`config.mk`:
```
export PLATFORM = sky130hd
export DESIGN_NAME = icy_metadata_deframer_flat
export DESIGN_NICKNAME = d
export VERILOG_FILES = /design/src/rtl/icy_pkg.sv /design/src/rtl/icy_stream_if.sv /design/src/rtl/icy_metadata_deframer.sv /design/src/rtl/icy_title.sv /design/src/flat_wrapper.sv
export SDC_FILE = /design/constraint.sdc
export NUM_CORES = 1
export LEC_CHECK = 0
export BUFFER_PORTS_ARGS = -buffer_cell sky130_fd_sc_hd__buf_2
export CAP_MARGIN = 20
export CORE_ASPECT_RATIO = 0.8
export CORE_MARGIN = 2
export CORE_UTILIZATION = 45
export CTS_CLUSTER_DIAMETER = 200
export DETAILED_ROUTE_END_ITERATION = 16
export MAX_ROUTING_LAYER = met4
export SKIP_CTS_REPAIR_TIMING = 1
export SYNTH_ARGS = -nofsm -noshare
export SYNTH_HDL_FRONTEND = slang
export SYNTH_HIERARCHICAL = 1
export SYNTH_SLANG_ARGS = --single-unit
```
`constraint.sdc`:
```
create_clock -name clk -period 3.4 [get_ports clk]
set_clock_uncertainty 0.2 [all_clocks]
set_input_delay 0.17 -clock clk [delete_from_list [all_inputs] [get_ports clk]]
set_output_delay 0.17 -clock clk [all_outputs]
set_load 0.1 [all_outputs]
```
`src/rtl/icy_pkg.sv`:
```
`timescale 1ns / 1ps

package icy_pkg;

  localparam int INTERVAL_BITS = 24;
  localparam int CONTENT_BITS = 32;
  localparam int META_LEFT_BITS = 12;
  localparam int META_UNIT_SHIFT = 4;

  localparam int CFG_IDX_W = 2;
  localparam int CFG_DATA_W = 32;

  typedef enum logic [CFG_IDX_W-1:0] {
    CFG_META_INTERVAL = 2'd0,
    CFG_LIMIT_ENABLE = 2'd1,
    CFG_CONTENT_LENGTH = 2'd2
  } cfg_idx_t;

  typedef enum logic [2:0] {
    KIND_AUDIO = 3'd0,
    KIND_LEN = 3'd1,
    KIND_META = 3'd2,
    KIND_TITLE = 3'd3,
    KIND_DISC = 3'd4
  } kind_t;

  localparam logic [7:0] CHAR_EQUALS = 8'h3D;
  localparam logic [7:0] CHAR_SEMI = 8'h3B;

  typedef struct packed {
    logic step;
    logic last;
    logic clear;
  } title_ctl_t;

  typedef struct packed {
    logic is_title;
    logic done;
  } title_res_t;

endpackage

```
`src/rtl/icy_stream_if.sv`:
```
`timescale 1ns / 1ps

interface icy_in_if;
  logic       valid;
  logic       ready;
  logic [7:0] in_byte;

  modport source (output valid, output in_byte, input ready);
  modport sink (input valid, input in_byte, output ready);
endinterface

interface icy_out_if;
  logic       valid;
  logic       ready;
  logic [7:0] out_byte;
  logic [2:0] kind;
  logic       title_done;

  modport source (output valid, output out_byte, output kind, output title_done, input ready);
  modport sink (input valid, input out_byte, input kind, input title_done, output ready);
endinterface

```
`src/rtl/icy_metadata_deframer.sv`:
```
`timescale 1ns / 1ps

// Inline ICY metadata deframer. Every body byte taken on in_ch comes out on
// out_ch from a registered output, tagged as audio, length byte, metadata, title
// character or discarded past the content limit, with title_done on the byte
// that closes a non-empty title. One byte per cycle is sustained: a single
// output register holds the tagged byte, and a new byte is taken whenever that
// register is empty or being read in the same cycle. Configuration is written
// through cfg_we/cfg_index/cfg_wdata while the stream is idle; a write of the
// interval register restarts the audio count and abandons any open block.

module icy_metadata_deframer
  import icy_pkg::*;
(
  input  logic                  clk,
  input  logic                  rst_n,
  input  logic                  cfg_we,
  input  logic [CFG_IDX_W-1:0]  cfg_index,
  input  logic [CFG_DATA_W-1:0] cfg_wdata,
  icy_in_if.sink                in_ch,
  icy_out_if.source             out_ch
);

  typedef enum logic {
    PH_AUDIO = 1'b0,
    PH_META = 1'b1
  } phase_t;

  logic [INTERVAL_BITS-1:0]  meta_interval_r;
  logic                      limit_en_r;
  logic [CONTENT_BITS-1:0]   content_length_r;

  phase_t                    phase_r, phase_nxt;
  logic [INTERVAL_BITS-1:0]  audio_left_r, audio_left_nxt;
  logic [META_LEFT_BITS-1:0] meta_left_r, meta_left_nxt;
  logic [CONTENT_BITS-1:0]   delivered_r, delivered_nxt;

  logic       out_valid_r;
  logic [7:0] out_byte_r;
  kind_t      kind_r, kind_nxt;
  logic       done_r, done_nxt;

  logic                      accept;
  logic                      in_ready;
  logic                      past_end;
  logic [META_LEFT_BITS-1:0] meta_dec;
  logic                      meta_path;
  logic                      len_path;
  logic                      interval_wr;
  title_ctl_t                tctl;
  title_res_t                tres;

  assign in_ready = !out_valid_r || out_ch.ready;
  assign in_ch.ready = in_ready;
  assign accept = in_ch.valid && in_ready;
  assign past_end = limit_en_r && (delivered_r >= content_length_r);
  assign meta_dec = meta_left_r - 1'b1;
  assign interval_wr = cfg_we && (cfg_index == CFG_META_INTERVAL);

  always_comb begin
    phase_nxt = phase_r;
    audio_left_nxt = audio_left_r;
    meta_left_nxt = meta_left_r;
    delivered_nxt = delivered_r;
    kind_nxt = KIND_META;
    done_nxt = 1'b0;
    meta_path = 1'b0;
    len_path = 1'b0;
    priority if (past_end) begin
      kind_nxt = KIND_DISC;
    end else if (phase_r == PH_META) begin
      meta_path = 1'b1;
      meta_left_nxt = meta_dec;
      kind_nxt = tres.is_title ? KIND_TITLE : KIND_META;
      done_nxt = tres.done;
      if (meta_dec == '0) begin
        phase_nxt = PH_AUDIO;
        audio_left_nxt = meta_interval_r;
      end
    end else if (meta_interval_r == '0 || audio_left_r != '0) begin
      kind_nxt = KIND_AUDIO;
      if (meta_interval_r != '0) begin
        audio_left_nxt = audio_left_r - 1'b1;
      end
      delivered_nxt = delivered_r + 1'b1;
    end else begin
      len_path = 1'b1;
      kind_nxt = KIND_LEN;
      if (in_ch.in_byte == 8'd0) begin
        audio_left_nxt = meta_interval_r;
      end else begin
        meta_left_nxt = {in_ch.in_byte, META_UNIT_SHIFT'(0)};
        phase_nxt = PH_META;
      end
    end
  end

  assign tctl.step = accept && meta_path;
  assign tctl.last = (meta_dec == '0);
  assign tctl.clear = (accept && len_path) || interval_wr;

  icy_title u_title (
    .clk  (clk),
    .rst_n(rst_n),
    .data (in_ch.in_byte),
    .ctl  (tctl),
    .res  (tres)
  );

  always_ff @(posedge clk) begin
    if (!rst_n) begin
      meta_interval_r <= '0;
      limit_en_r <= 1'b0;
      content_length_r <= '0;
      phase_r <= PH_AUDIO;
      audio_left_r <= '0;
      meta_left_r <= '0;
      delivered_r <= '0;
      out_valid_r <= 1'b0;
    end else begin
      if (accept) begin
        phase_r <= phase_nxt;
        audio_left_r <= audio_left_nxt;
        meta_left_r <= meta_left_nxt;
        delivered_r <= delivered_nxt;
        out_valid_r <= 1'b1;
      end else if (out_ch.ready) begin
        out_valid_r <= 1'b0;
      end
      if (cfg_we) begin
        unique case (cfg_index)
          CFG_META_INTERVAL: begin
            meta_interval_r <= cfg_wdata[INTERVAL_BITS-1:0];
            audio_left_r <= cfg_wdata[INTERVAL_BITS-1:0];
            phase_r <= PH_AUDIO;
            meta_left_r <= '0;
          end
          CFG_LIMIT_ENABLE: begin
            limit_en_r <= cfg_wdata[0];
          end
          CFG_CONTENT_LENGTH: begin
            content_length_r <= cfg_wdata[CONTENT_BITS-1:0];
          end
          default: begin
          end
        endcase
      end
    end
  end

  always_ff @(posedge clk) begin
    if (accept) begin
      out_byte_r <= in_ch.in_byte;
      kind_r <= kind_nxt;
      done_r <= done_nxt;
    end
  end

  assign out_ch.valid = out_valid_r;
  assign out_ch.out_byte = out_byte_r;
  assign out_ch.kind = kind_r;
  assign out_ch.title_done = done_r;

endmodule

```
`src/rtl/icy_title.sv`:
```
`timescale 1ns / 1ps

module icy_title
  import icy_pkg::*;
(
  input  logic       clk,
  input  logic       rst_n,
  input  logic [7:0] data,
  input  title_ctl_t ctl,
  output title_res_t res
);

  typedef enum logic [1:0] {
    TP_BEFORE = 2'd0,
    TP_IN = 2'd1,
    TP_AFTER = 2'd2
  } tphase_t;

  tphase_t tphase_r, tphase_nxt;
  logic    seen_r, seen_nxt;

  always_comb begin
    tphase_nxt = tphase_r;
    seen_nxt = seen_r;
    res = '0;
    unique case (tphase_r)
      TP_BEFORE: begin
        if (data == CHAR_EQUALS) begin
          tphase_nxt = TP_IN;
        end
      end
      TP_IN: begin
        if (data == CHAR_SEMI) begin
          tphase_nxt = TP_AFTER;
          res.done = seen_r;
        end else begin
          res.is_title = 1'b1;
          seen_nxt = 1'b1;
          res.done = ctl.last;
        end
      end
      TP_AFTER: begin
      end
      default: begin
        tphase_nxt = tphase_r;
      end
    endcase
  end

  always_ff @(posedge clk) begin
    if (!rst_n) begin
      tphase_r <= TP_BEFORE;
      seen_r <= 1'b0;
    end else if (ctl.clear) begin
      tphase_r <= TP_BEFORE;
      seen_r <= 1'b0;
    end else if (ctl.step) begin
      tphase_r <= tphase_nxt;
      seen_r <= seen_nxt;
    end
  end

endmodule

```
`src/flat_wrapper.sv`:
```
// flat-port wrapper written by rule: the top's interface ports become plain ports
module icy_metadata_deframer_flat import icy_pkg::*;
  (clk, rst_n, cfg_we, cfg_index, cfg_wdata, in_ch_valid, in_ch_in_byte, in_ch_ready, out_ch_valid, out_ch_out_byte, out_ch_kind, out_ch_title_done, out_ch_ready);
  icy_in_if in_ch_i ();
  icy_out_if out_ch_i ();
  input  logic clk;
  input  logic rst_n;
  input  logic cfg_we;
  input  logic [CFG_IDX_W-1:0] cfg_index;
  input  logic [CFG_DATA_W-1:0] cfg_wdata;
  input wire logic [$bits(in_ch_i.valid)-1:0] in_ch_valid;
  input wire logic [$bits(in_ch_i.in_byte)-1:0] in_ch_in_byte;
  output wire logic [$bits(in_ch_i.ready)-1:0] in_ch_ready;
  output wire logic [$bits(out_ch_i.valid)-1:0] out_ch_valid;
  output wire logic [$bits(out_ch_i.out_byte)-1:0] out_ch_out_byte;
  output wire logic [$bits(out_ch_i.kind)-1:0] out_ch_kind;
  output wire logic [$bits(out_ch_i.title_done)-1:0] out_ch_title_done;
  input wire logic [$bits(out_ch_i.ready)-1:0] out_ch_ready;
  assign in_ch_i.valid = in_ch_valid;
  assign in_ch_i.in_byte = in_ch_in_byte;
  assign in_ch_ready = in_ch_i.ready;
  assign out_ch_valid = out_ch_i.valid;
  assign out_ch_out_byte = out_ch_i.out_byte;
  assign out_ch_kind = out_ch_i.kind;
  assign out_ch_title_done = out_ch_i.title_done;
  assign out_ch_i.ready = out_ch_ready;
  icy_metadata_deframer u_core (.clk(clk), .rst_n(rst_n), .cfg_we(cfg_we), .cfg_index(cfg_index), .cfg_wdata(cfg_wdata), .in_ch(in_ch_i), .out_ch(out_ch_i));
endmodule
```
==> impl_metrics.yaml <==
run_status:
  status: "finished, violations left"
  failed_checks: "negative hold slack"
min_path:
  hold_class: "in -> reg"
pwr:
  total_power_mw: 4.72
  leakagePower_nw: 3.63
  switching_share_pct: 30.4
  seq_power_share_pct: 38.9
  powerDensity_nw_per_um2: 483
  ir_drop_mv: 0.318
  clock_power_share_pct: 40.0
  p_sw_mw: 1.43
  pwr-share-comb_pct: 21.1
  internal_power_mw: 3.29
timing:
  final.setup.tns_ns: 0
  finalSetupViolCount: 0
  post-route-period-util_pct: 95.5
  setup_ws_ns: 0.153
  worstMarginPinSlew_ns: 0.761
  hold_violations: 2
  fin_hold_ws_ns: -0.00243
  rsz0062_at_grt: "no"
  report.final.slew_viol_count: 0
  relSlewSlack_pct: 48.8
  fmax_mhz: 308
  period_minus_slack_ns: 3.25
floorplanning:
  die_y_um: 123
  die_x_um: 153
  start_util_pct: 45.9
  coreArea_um2: 17300
  std_cell_rows: 43
  num_io_pins: 61
  dieArea_um2: 18800
setup_path:
  cp-start-kind: "register"
  cp-end-kind: "register"
  r2r_slack_ns: 0.15
  worstSetupPathType: "reg -> reg"
  crit_required_ns: 3.52
  cp_max_fo: 16
  crit_arrival_ns: 3.36
detailed_routing:
  drtPass1Iterations: 5
  drtIter0Drc: 822
  ant_nets: 0
  vias: 8212
  wl_per_cell_um: 18.4
  drt_wl_total_mm: 25.5
  via_per_inst: 5.92
  drc: 0
logic_synthesis:
  synthesis.area_um2: 7960
  ys_types: 77
  syn_nets: 1113
  ys_warn_count: 6
  synth_seq_area_share_pct: 37.2
  synthFlopType: "dfxtp_1"
  synth.avg_cell_area_um2: 7.74
  ys_ff_latch: 142
  ys_async_sr_fraction_pct: 0
  synthCells: 1029
  synth_edf_count: 12
clocking:
  clk_latency_ns: 0.44
  clockBufferDepth: 2
  cts_root_buf: "clkbuf_16"
  htreeDepth: 4
  clk_pin_slew_ns: 0.06
  cts_made_buffers: 17
  clock-sinks: 142
  cts_tree: "yes"
global_routing:
  grt_pass1_vias: 7193
  antenna_found_initial: 0
  grt_max_degree: 60
  groute.usage.overall_pct: 27.7
  grt_first_pass_wirelength_mm: 39.7
  grt.overflow.total: 0
placed_design:
  portBuffers: 60
  dpl.hpwl_mm: 17.8
  dp_slack_ns: 0.196
  gp_congestion: 0.958
layout:
  drive_above_1_share_pct: 14.4
  nets: 1233
  antenna_cells: 0
  syn2layout_area_growth_pct: 22.9
  fin_util_pct: 56.4
  final_common_cell: "nand2_1"
  layout_common_cells: "nand2_1 (174), dfxtp_1 (128), a21oi_1 (119), o21ai_0 (65), buf_2 (60)"
job:
  cap_violations: 0
## power by group through the flow
| stage | clock network (mW) | registers [mW] | logic, mW |
|---|---|---|---|
| 2_1_floorplan | 0 | 1.91 | 0.578 |
| 3_3_place_gp | 0 | 1.87 | 0.930 |
| 3_5_place_dp | 0 | 1.87 | 0.928 |
| 4_1_cts | 1.91 | 1.83 | 0.935 |
| 5_1_grt | 1.98 | 1.85 | 1.09 |
| 6_report | 1.89 | 1.84 | 0.996 |
## layout make-up
cell class              count  area [µm²]
clock inverters            12         143
well taps                 225         282
fillers                  1640        7540
flip-flops and latches    142        2970
inverters                  54         203
repair buffers            157        1150
multi-input cells         777        4600
clock buffers              20         437
## synth_stat cells, types with 4 or more instances
cell type	instances	area, µm²
a21o_1	5	37.5
a21oi_1	119	596
a22oi_1	14	105
a2bb2oi_1	5	43.8
a31oi_1	20	125
and3_1	13	81.3
and4_1	5	43.8
buf_2	5	25.0
clkbuf_1	49	184
dfxtp_1	130	2600
edfxtp_1	12	360
ha_1	37	463
inv_1	51	191
mux2i_1	4	40.0
nand2_1	174	653
nand2b_1	16	100
nand3_1	36	180
nand4_1	22	138
nor2_1	59	221
nor3_1	14	70.1
nor3b_1	4	30.0
nor4_1	19	119
o211ai_1	6	45.0
o21a_1	4	30.0
o21ai_0	65	325
o21ai_1	4	20.0
o311ai_0	7	61.3
o31ai_1	11	82.6
o41ai_1	11	96.3
or3_1	17	106
or4_1	14	105
xnor2_1	5	43.8
xor2_1	4	35.0
## logic make-up after synthesis
family	after synthesis	share of synthesized area (%)
multiplexers	5	0.644
XOR/XNOR	9	0.990
adder cells (fa/ha/maj)	37	5.82
flip-flops	142	37.2
AO/OA/AOI/OAI	309	24.3
buffers and inverters	110	5.41
AND/OR/NAND/NOR	417	25.7
## layer usage
layer / track usage (%) / vias up / routed length [µm]
met5: - / - / 0
met4: 8.74 / 0 / 452
met3: 6.91 / 40 / 2030
met2: 37.2 / 306 / 10500
met1: 40.4 / 3853 / 12600
li1: - / 4013 / -
## through the flow
step	std cells	hold WS, ns	area, µm²
global route	1387	0.00162	9780
floorplan	1029	0.0689	7960
global placement	1311	0.211	8740
CTS	1343	-0.241	9320
finish	1387	-0.00243	9780
detailed placement	1311	0.214	8740
## path summary, 6_finish.rpt
path,cells past startpoint,end,start
min reg2reg,2,u_core/content_length_r[15],u_core/content_length_r[15]
max,13,u_core/delivered_r[4],u_core/content_length_r[25]
max reg2reg,13,u_core/delivered_r[4],u_core/content_length_r[25]
min,4,u_core/limit_en_r,cfg_we
## registers in the layout, summed over array words and instances (netlist names), 2 cells and up
name and cells:
u_core/content_length_r 32, u_core/delivered_r 32, u_core/audio_left_r 24, u_core/meta_interval_r 24, u_core/meta_left_r 12, u_core/out_ch.out_byte 8, u_core/out_ch.kind 3, u_core/u_title/tphase_r 2
## worst max-delay path, cell delays in order (launching register included)
cell	delay, ns
dfxtp_1	0.32
inv_1	0.05
ha_1	0.31
a21o_1	0.18
a21oi_1	0.17
o221ai_1	0.16
o2bb2ai_1	0.19
nor3_1	0.24
buf_4	0.20
clkinv_1	0.08
buf_4	0.20
nor4_1	0.58
xnor2_1	0.18
nor2_1	0.05
No activity file was read; power rests on OpenSTA's default activity.
